`src/rtl/serial_frame_checker_unit_macros.svh`:
```
// Assertion helpers for the serial frame checker.
`ifndef SERIAL_FRAME_CHECKER_UNIT_MACROS_SVH
`define SERIAL_FRAME_CHECKER_UNIT_MACROS_SVH

// Checked on aclk, masked while aresetn is low.
`define SFC_ASSERT(label, prop, msg) \
    label: assert property (@(posedge aclk) disable iff (!aresetn) prop) else $error(msg);

// Checked on aclk at every edge, reset included.
`define SFC_ASSERT_ALWAYS(label, prop, msg) \
    label: assert property (@(posedge aclk) prop) else $error(msg);

`endif

```
`src/rtl/sfc_pkg.sv`:
```
`timescale 1ns / 1ps
package sfc_pkg;

    localparam logic [7:0] ACK_BYTE       = 8'h06;
    localparam logic [7:0] NACK_BYTE      = 8'h0A;
    localparam logic [7:0] MARKER_BYTE    = 8'h24;   // '$'
    localparam logic [8:0] FRAME_OVERHEAD = 9'd5;
    localparam logic [7:0] COUNT_MAX      = 8'd255;

    // Byte positions inside the frame header.
    localparam logic [7:0] POS_LENGTH  = 8'd1;
    localparam logic [7:0] POS_MARKER  = 8'd2;
    localparam logic [7:0] POS_PAYLOAD = 8'd3;

    typedef enum logic [1:0] {
        ST_GOOD = 2'd0,
        ST_SIZE = 2'd1,
        ST_BAD  = 2'd2
    } sfc_status_t;

    typedef enum logic {
        KIND_PAYLOAD = 1'b0,
        KIND_VERDICT = 1'b1
    } sfc_kind_t;

    // Packed so that payload_byte lands in the lowest bits.
    typedef struct packed {
        logic [7:0]  payload_length;
        logic [7:0]  device_code;
        logic        deliver;
        logic [7:0]  response_byte;
        logic        send_response;
        sfc_status_t status;
        logic [7:0]  payload_byte;
    } sfc_result_t;

    function automatic logic [7:0] port_letter(input logic [1:0] port);
        logic [7:0] code;
        case (port)
            2'd0:    code = 8'h41;  // 'A'
            2'd1:    code = 8'h42;  // 'B'
            2'd2:    code = 8'h20;  // ' '
            default: code = 8'h43;  // 'C'
        endcase
        return code;
    endfunction

endpackage

```
`src/rtl/serial_frame_checker_unit.sv`:
```
`timescale 1ns / 1ps
// Serial frame checker.
// Input stream (s_*): one received byte per word, s_tlast on the final
// byte of a frame, s_tuser carries the serial port the frame came from.
// Frame layout: start byte, length L, '$', L payload bytes, checksum low,
// checksum high. Checksum is the 16-bit wrapping sum of L, '$' and payload.
// Output stream (m_*): each payload byte is forwarded as a tentative word
// (m_tuser = 0); the last byte yields a verdict word (m_tuser = 1) with
// status, ACK/NACK response and the deliver flag. Other bytes give no word.
// Latency: m_tvalid rises in the cycle after input accept. Throughput: one
// byte per cycle while the output slot is free; the frame state updates
// through counter, add and compare logic, and the output register takes a
// new word in the same cycle the old one leaves.
// Stall: s_tready drops only while a result waits and m_tready is low;
// bytes that produce no word still need that slot free.
// Reset (aresetn low, synchronous): frame state cleared, output empty,
// rx_enable cleared. cfg_wr_en writes rx_enable; write only while idle.
module serial_frame_checker_unit
    import sfc_pkg::*;
(
    input  logic        aclk,
    input  logic        aresetn,

    input  logic        cfg_wr_en,
    input  logic [0:0]  cfg_wr_data,   // rx_enable

    input  logic        s_tvalid,
    output logic        s_tready,
    input  logic [7:0]  s_tdata,       // [7:0] rx_byte
    input  logic        s_tlast,       // last_byte
    input  logic [1:0]  s_tuser,       // [1:0] source_port

    output logic        m_tvalid,
    input  logic        m_tready,
    // [7:0] payload_byte, [9:8] status, [10] send_response,
    // [18:11] response_byte, [19] deliver, [27:20] device_code,
    // [35:28] payload_length, [39:36] zero
    output logic [39:0] m_tdata,
    output logic [0:0]  m_tuser        // [0] kind
);

`include "serial_frame_checker_unit_macros.svh"

    // Frame state.
    logic        rx_enable_reg;
    logic [7:0]  byte_count_reg,  byte_count_next;
    logic [7:0]  decl_len_reg,    decl_len_next;
    logic [15:0] sum_acc_reg,     sum_acc_next;
    logic        marker_seen_reg, marker_seen_next;
    logic [7:0]  check_low_reg,   check_low_next;

    // Output register.
    logic        m_valid_reg, m_valid_next;
    sfc_result_t result_reg;
    sfc_kind_t   kind_reg;

    // Combinational result for the word at the input.
    logic        res_valid;
    sfc_result_t res;
    sfc_kind_t   res_kind;

    logic        s_accept;
    logic        saturated;
    logic        in_payload;
    logic [8:0]  pay_end;     // L + 3, up to 258
    logic [8:0]  frame_total; // L + 5
    logic [8:0]  pos_plus1;
    logic [15:0] rx_sum;

    // Slot is free when empty or when its word leaves this cycle.
    assign s_tready = !m_valid_reg || m_tready;
    assign s_accept = s_tvalid && s_tready;

    always_comb begin
        // Length byte is taken the same cycle it arrives.
        decl_len_next = (byte_count_reg == POS_LENGTH) ? s_tdata : decl_len_reg;

        saturated   = (byte_count_reg == COUNT_MAX);
        pay_end     = {1'b0, decl_len_next} + {1'b0, POS_PAYLOAD};
        frame_total = {1'b0, decl_len_next} + FRAME_OVERHEAD;
        pos_plus1   = {1'b0, byte_count_reg} + 9'd1;
        in_payload  = !saturated && (byte_count_reg >= POS_PAYLOAD)
                      && ({1'b0, byte_count_reg} < pay_end);
        rx_sum      = {s_tdata, check_low_reg};

        sum_acc_next = sum_acc_reg;
        if ((byte_count_reg == POS_LENGTH) || (byte_count_reg == POS_MARKER) || in_payload) begin
            sum_acc_next = sum_acc_reg + {8'd0, s_tdata};
        end

        marker_seen_next = marker_seen_reg;
        if (byte_count_reg == POS_MARKER) begin
            marker_seen_next = (s_tdata == MARKER_BYTE);
        end

        check_low_next = check_low_reg;
        if (!saturated && ({1'b0, byte_count_reg} == pay_end)) begin
            check_low_next = s_tdata;
        end

        byte_count_next = saturated ? byte_count_reg : pos_plus1[7:0];

        res                = '0;
        res.device_code    = port_letter(s_tuser);
        res.payload_length = decl_len_next;
        res_kind           = KIND_PAYLOAD;
        res_valid          = 1'b0;

        if (!s_tlast) begin
            res_valid        = in_payload;
            res.payload_byte = s_tdata;
        end else begin
            res_valid = 1'b1;
            res_kind  = KIND_VERDICT;
            // Count is one short of the frame size before this byte.
            if (saturated || (byte_count_reg == 8'd0) || (pos_plus1 != frame_total)) begin
                res.status = ST_SIZE;
            end else if ((rx_sum == sum_acc_reg) && marker_seen_reg) begin
                res.status        = ST_GOOD;
                res.send_response = 1'b1;
                res.response_byte = ACK_BYTE;
                res.deliver       = rx_enable_reg;
            end else begin
                res.status        = ST_BAD;
                res.send_response = 1'b1;
                res.response_byte = NACK_BYTE;
            end
            // Any verdict ends the frame.
            byte_count_next  = 8'd0;
            decl_len_next    = 8'd0;
            sum_acc_next     = 16'd0;
            marker_seen_next = 1'b0;
            check_low_next   = 8'd0;
        end

        m_valid_next = m_valid_reg;
        if (s_accept) begin
            m_valid_next = res_valid;
        end else if (m_tready) begin
            m_valid_next = 1'b0;
        end
    end

    always_ff @(posedge aclk) begin
        if (!aresetn) begin
            rx_enable_reg   <= 1'b0;
            byte_count_reg  <= 8'd0;
            decl_len_reg    <= 8'd0;
            sum_acc_reg     <= 16'd0;
            marker_seen_reg <= 1'b0;
            check_low_reg   <= 8'd0;
            m_valid_reg     <= 1'b0;
        end else begin
            if (cfg_wr_en) begin
                rx_enable_reg <= cfg_wr_data[0];
            end
            if (s_accept) begin
                byte_count_reg  <= byte_count_next;
                decl_len_reg    <= decl_len_next;
                sum_acc_reg     <= sum_acc_next;
                marker_seen_reg <= marker_seen_next;
                check_low_reg   <= check_low_next;
            end
            m_valid_reg <= m_valid_next;
        end
    end

    // Payload side of the output register, no reset needed.
    always_ff @(posedge aclk) begin
        if (s_accept && res_valid) begin
            result_reg <= res;
            kind_reg   <= res_kind;
        end
    end

    assign m_tvalid   = m_valid_reg;
    assign m_tdata    = {4'd0, result_reg};
    assign m_tuser[0] = kind_reg;

    // Saturated counter stays put until the frame ends.
    `SFC_ASSERT(a_count_sat, s_accept && !s_tlast && (byte_count_reg == COUNT_MAX) |=> (byte_count_reg == COUNT_MAX), "byte counter left saturation mid-frame")
    // Last byte always restarts the frame.
    `SFC_ASSERT(a_frame_clear, s_accept && s_tlast |=> (byte_count_reg == 8'd0) && (sum_acc_reg == 16'd0), "frame state not cleared after verdict")
    // Delivery only on an acknowledged verdict.
    `SFC_ASSERT(a_deliver_ack, m_valid_reg && result_reg.deliver |-> (kind_reg == KIND_VERDICT) && (result_reg.status == ST_GOOD) && (result_reg.response_byte == ACK_BYTE), "deliver without ACK verdict")
    // Responses are ACK or NACK, never on a size error.
    `SFC_ASSERT(a_resp_code, m_valid_reg && result_reg.send_response |-> ((result_reg.response_byte == ACK_BYTE) || (result_reg.response_byte == NACK_BYTE)) && (result_reg.status != ST_SIZE), "bad response code")
    // A word with no new input and no pop keeps its slot.
    `SFC_ASSERT(a_no_drop, m_valid_reg && !m_tready |=> m_valid_reg, "pending result lost")

endmodule

```
`config.mk`:
```
export PLATFORM = sky130hd
export DESIGN_NAME = serial_frame_checker_unit
export DESIGN_NICKNAME = d
export VERILOG_FILES = /design/src/rtl/sfc_pkg.sv /design/src/rtl/serial_frame_checker_unit.sv
export VERILOG_INCLUDE_DIRS = /design/src /design/src/rtl
export SDC_FILE = /design/constraint.sdc
export NUM_CORES = 1
export LEC_CHECK = 0
export BUFFER_PORTS_ARGS = -buffer_cell sky130_fd_sc_hd__buf_2
export CORE_ASPECT_RATIO = 1.1
export CORE_MARGIN = 4
export CORE_UTILIZATION = 40
export CTS_CLUSTER_DIAMETER = 40
export CTS_CLUSTER_SIZE = 14
export DETAILED_ROUTE_END_ITERATION = 8
export SLEW_MARGIN = 25
export SYNTH_ARGS = -nofsm -noshare
export SYNTH_HDL_FRONTEND = slang
export SYNTH_SLANG_ARGS = --single-unit
export TNS_END_PERCENT = 1
```
`constraint.sdc`:
```
create_clock -name aclk -period 5.72 [get_ports aclk]
set_clock_uncertainty 0.15 [all_clocks]
set_input_delay 1.144 -clock aclk [delete_from_list [all_inputs] [get_ports aclk]]
set_output_delay 1.144 -clock aclk [all_outputs]
set_load 0.03 [all_outputs]
```
=== Word-level counts from Yosys, hierarchy flattened ===
Cells that the tools add are included.

* Flip-flop bits (word level): 80
* Memories kept: 0
* Word-level logic and storage cells: 76
* Latch bits: 0
* Input bits: 17
* RAM bits: 0
* ROM bits: 0
* Output and inout port bits: 43

* Mux-type cells: 17
* Divide/modulo/power cells: 0
* Multipliers: 0
* $lt $le $gt $ge: 2
* Add/subtract/negate cells: 4
* Equal/unequal tests: 10
* Bitwise logic cells: 2
* Shifts and indexed selects: 0
* Reductions and logical operators: 25

{| class="wikitable"
|+ Operators by type and width
! kind !! number
|-
| 8-bit two-way mux || 6
|-
| 16-bit two-way mux || 2
|-
| 7-bit case mux with 3 select lines || 1
|-
| 16-bit by 8-bit adder with 16-bit output || 1
|-
| 16-bit equality test || 1
|-
| 8-bit by 1-bit adder with 9-bit output (second input constant) || 1
|-
| 8-bit by 2-bit adder with 9-bit output (second input constant) || 1
|-
| 8-bit by 3-bit adder with 9-bit output (second input constant) || 1
|-
| 8-bit by 9-bit equality test with 1-bit output || 1
|-
| 8-bit by 9-bit < comparator with 1-bit output || 1
|-
| 9-bit != test || 1
|-
| 8-bit by 1-bit equality test with 1-bit output (second input constant) || 1
|-
| 8-bit by 2-bit equality test with 1-bit output (second input constant) || 1
|-
| 8-bit by 6-bit equality test with 1-bit output (second input constant) || 1
|-
| 8-bit equality test (second input constant) || 1
|-
| 8-bit by 2-bit >= comparator with 1-bit output (second input constant) || 1
|-
| 8-bit zero test || 1
|-
| 2-bit AND reduction || 4
|-
| 2-bit nonzero test || 4
|-
| 1-bit two-way mux || 7
|-
| 7-bit two-way mux || 1
|-
| 1-bit logical AND || 6
|-
| 1-bit logical OR || 5
|-
| 3-bit OR reduction || 1
|-
| other kinds (7) || 9
|}

=== Logic depth before layout (Yosys ltp) ===
* Depth in word-level cells: 8
* Depth in mapped cells: 22
* Mapped depth without buffers: 19

=== Worst setup path after synthesis ===
Ideal clock, no wire load.

* Kind: reg-to-reg
* Start: register byte_count_reg[1]
* End: register result_reg (netlist bit m_tdata[0]), enable pin
* Setup slack: 1.009 ns
* Library setup time: 0.418 ns
* Data arrival time: 4.144 ns
* Clock period less this slack: 4.711 ns
* Cell stages (with the launch flop): 18
* Required time: 5.152 ns
* Buffers on the path: 1
* Cells stage by stage: dfxtp_1 -> inv_1 -> ha_1 -> nor3b_1 -> clkbuf_1 -> nand2_1 -> nand2_1 -> nand2_1 -> inv_1 -> ha_1 -> nor2_1 -> nand2_1 -> xor2_1 -> ha_1 -> a21o_1 -> a21oi_1 -> a31oi_1 -> a21oi_1

{| class="wikitable"
|+ RTL lines
! item !! RTL line !! RTL
|-
| start: declaration || serial_frame_checker_unit.sv:46 || <nowiki>logic [7:0] byte_count_reg, byte_count_next;</nowiki>
|-
| start signal: assignment || serial_frame_checker_unit.sv:158 || <nowiki>byte_count_reg <= byte_count_next;</nowiki>
|-
| end signal: assignment || serial_frame_checker_unit.sv:171 || <nowiki>result_reg <= res;</nowiki>
|-
| end: declaration || serial_frame_checker_unit.sv:54 || <nowiki>sfc_result_t result_reg;</nowiki>
|}

==> results.py <==
metrics = {
    "setup_path": {
        "critPathRequiredTime_ns": 5.84,
        "path_cells": "nor4_4 > buf_4 > nand2_1 > nand2_1 > nand2_1 > inv_1 > ha_1 > xnor2_1 > ha_1 > o21ai_0 > a21oi_1 > o31ai_1 > a31oi_1 > a31o_2 > or4_1 > a21oi_1",
        "cp-end-kind": "register",
        "path_class": "reg2reg",
        "slowest_delay_ns": 0.65,
        "crit_path_frequent_cell": "nand2_1",
        "path_max_fanout": 31,
        "crit_path_top_delay_cell": "nor4_4",
        "worstSetupStartpointType": "register",
        "arrival_ns": 4.71,
    },
    "cells_and_area": {
        "fill_cells": 1085,
        "largest_reg_flops": 25,
        "seqCellArea_um2": 1640,
        "synthToLayoutAreaGrowth_pct": 13.2,
        "post-route-util_pct": 46.1,
        "drive_gt1_share_pct": 14.8,
        "diodes": 0,
        "nNetsFinal": 574,
        "multi_input_area_um2": 2570,
    },
    "route": {
        "first_pass_iters": 5,
        "post-route-drc-count": 0,
        "vias": 3815,
        "routed_via_density": 5.59,
        "routedWlPerCell_um": 16.8,
        "drtIter0Drc": 260,
        "antenna_left": 0,
        "routed_wl_um": 11500,
    },
    "timing": {
        "rsz0062_at_grt": "no",
        "totalNegativeSetupSlack_ns": 0,
        "clock.fmax_ghz": 0.218,
        "drv_slew": 0,
        "worst_slew_pin_slew_ns": 0.930,
        "finalHoldViolCount": 0,
        "finalCriticalPeriod_ns": 4.59,
        "setup_viol": 0,
        "slew_headroom_pct": 37.7,
        "period_share_pct": 80.3,
    },
    "power": {
        "p_per_area_nw_per_um2": 257,
        "vdd_drop_max_uv": 138,
        "p_total_mw": 1.29,
        "p_int_mw": 0.930,
        "p_switching_mw": 0.360,
        "p_sw_share_pct": 27.9,
        "pwr-share-clk_pct": 43.7,
        "power.leakage_nw": 1.95,
        "combinationalPowerShare_pct": 14.7,
        "seq_power_share_pct": 41.6,
    },
    "global_routing": {
        "antenna_found_initial": 0,
        "first_global_vias": 3555,
        "grt_max_degree": 37,
        "grt_pass1_wl_um": 18600,
        "track_usage_pct": 18.4,
        "overflow": 0,
    },
    "run": {
        "max_cap_viol_count": 0,
    },
    "synth": {
        "yosysTopAreaCellShare_pct": 19.4,
        "async_flop_share_pct": 0,
        "avgSynthCellArea_um2": 9.00,
        "synth-seq-cells": 69,
        "synth_edf_count": 26,
        "synth_top_flop_cell": "dfxtp_1",
        "yosys.cell_types.count": 66,
        "yosysMostFrequentCell": "nor2_1",
        "synth_warnings": 0,
        "seq_area_frac_synth_pct": 37.0,
        "ys_top_cells_by_area": "dfxtp_1 19%, edfxtp_1 18%, ha_1 7.3%, xnor2_1 4.1%, nor2_1 3.7%",
        "synthCells": 493,
        "yosys.area.top_type": "dfxtp_1",
        "syn_area_um2": 4440,
        "netlist_top_cells_count": "44 x nor2_1, 43 x dfxtp_1, 33 x nand2_1",
    },
    "clock_network": {
        "cts_buffer_depth": 2,
        "cts.root.buffer_cell": "clkbuf_16",
        "cts_tree": "done",
        "cts-resized-gates": 0,
        "clock-sinks": 69,
        "htree_levels": 3,
        "cts_hold_buf": 0,
        "numCtsBuffers": 9,
        "clk_latency_ns": 0.34,
        "post_cts_buffers": 0,
        "clk_pin_slew_worst_paths_ns": 0.06,
    },
    "placement": {
        "hpwl_um": 8320,
        "io_buffers": 46,
        "gp_congestion": 0.923,
    },
    "die": {
        "fp.dieArea_um2": 12800,
        "ios": 60,
        "fp.coreArea_um2": 10900,
        "die_width_um": 108,
        "std_cell_rows": 40,
        "initial_core_util_pct": 40.7,
        "die_h_um": 118,
    },
    "hold_path": {
        "hold_path_class": "reg2reg",
    },
    "outcome": {
        "status": "completed",
    },
}
-- metrics by stage --
| stage | worst slack (ns) | instances | hold slack [ns] | instance area, µm² |
|---|---|---|---|---|
| after CTS | 1.15 | 682 | 0.328 | 5030 |
| final | 1.13 | 682 | 0.333 | 5030 |
| after detailed placement | 1.12 | 666 | 0.318 | 4730 |
| after global placement | 1.23 | 666 | 0.311 | 4730 |
| after floorplan | 1.01 | 505 | 0.300 | 4480 |
| after global routing | 0.775 | 682 | 0.355 | 5030 |
-- final timing paths --
| path | to | from | slack, ns | cells after the start |
|---|---|---|---|---|
| hold / removal | marker_seen_reg | marker_seen_reg | 0.33 | 2 |
| setup reg to reg | sum_acc_reg[10] | byte_count_reg[2] | 1.13 | 16 |
| hold reg to reg | marker_seen_reg | marker_seen_reg | 0.33 | 2 |
| setup / recovery | sum_acc_reg[10] | byte_count_reg[2] | 1.13 | 16 |
-- routing by layer --
metal / part of all wire, % / up-vias / track usage (%)
met5: 0 / - / 0
met3: 6.1 / 15 / 2.13
li1: - / 1860 / -
met2: 45 / 135 / 28.2
met4: 2.2 / 0 / 7.97
met1: 46 / 1805 / 25.8
-- cells in the final DEF, fill, tap and decap left out, drive strengths merged, types with 6 or more instances in the layout --
| cell | n |
|---|---|
| buf | 51 |
| nor2b | 9 |
| o21ai | 23 |
| a21oi | 29 |
| o211ai | 7 |
| a21o | 6 |
| or3 | 9 |
| ha | 26 |
| edfxtp | 26 |
| or4 | 6 |
| nor2 | 45 |
| nand4 | 8 |
| nand3 | 28 |
| a22oi | 10 |
| a31oi | 9 |
| xnor2 | 21 |
| clkbuf | 10 |
| mux2i | 11 |
| inv | 17 |
| xor2 | 10 |
| dfxtp | 43 |
| nand2 | 33 |
| nor3 | 7 |
| conb | 13 |
-- power by group through the flow --
stage | clock, mW | combinational, mW | sequential [mW]
after floorplan | 0 | 0.128 | 0.563
after global placement | 0 | 0.187 | 0.546
after detailed placement | 0 | 0.189 | 0.547
after CTS | 0.570 | 0.190 | 0.536
after global routing | 0.592 | 0.210 | 0.538
final | 0.563 | 0.190 | 0.536
-- kinds of logic (layout without fill, tap and decap cells) --
family,count (synthesis),after routing,synth area share [%]
and+or+nand+nor,181,181,22.1
AOI/OAI and AO/OA,117,117,17.5
DFF,69,69,37.0
buffers and inverters,54,84,6.23
xor gates and xnor gates,32,32,6.62
adders and majority gates,27,27,7.78
muxes,12,12,2.73
other,1,13,0.0845
-- worst max-delay path: cells and delay by family, from the launching register on --
kind                     cells  cell delay, ns
AO/OA/AOI/OAI                6            1.26
flip-flops                   1            0.46
buffers and inverters        2            0.37
adder cells (fa/ha/maj)      2            0.56
AND/OR/NAND/NOR              5            1.59
XOR/XNOR                     1            0.11
-- final cells by class --
| cell class | count | area share (%) |
|---|---|---|
| sequential | 69 | 32.7 |
| multi-input combinational | 382 | 51.1 |
| inverter | 17 | 1.27 |
| clock inverter | 6 | 1.39 |
| tap | 147 | 3.66 |
| timing repair buffer | 51 | 5.33 |
| clock buffer | 10 | 4.56 |
Note: power is estimated with default switching activity, not from simulation.
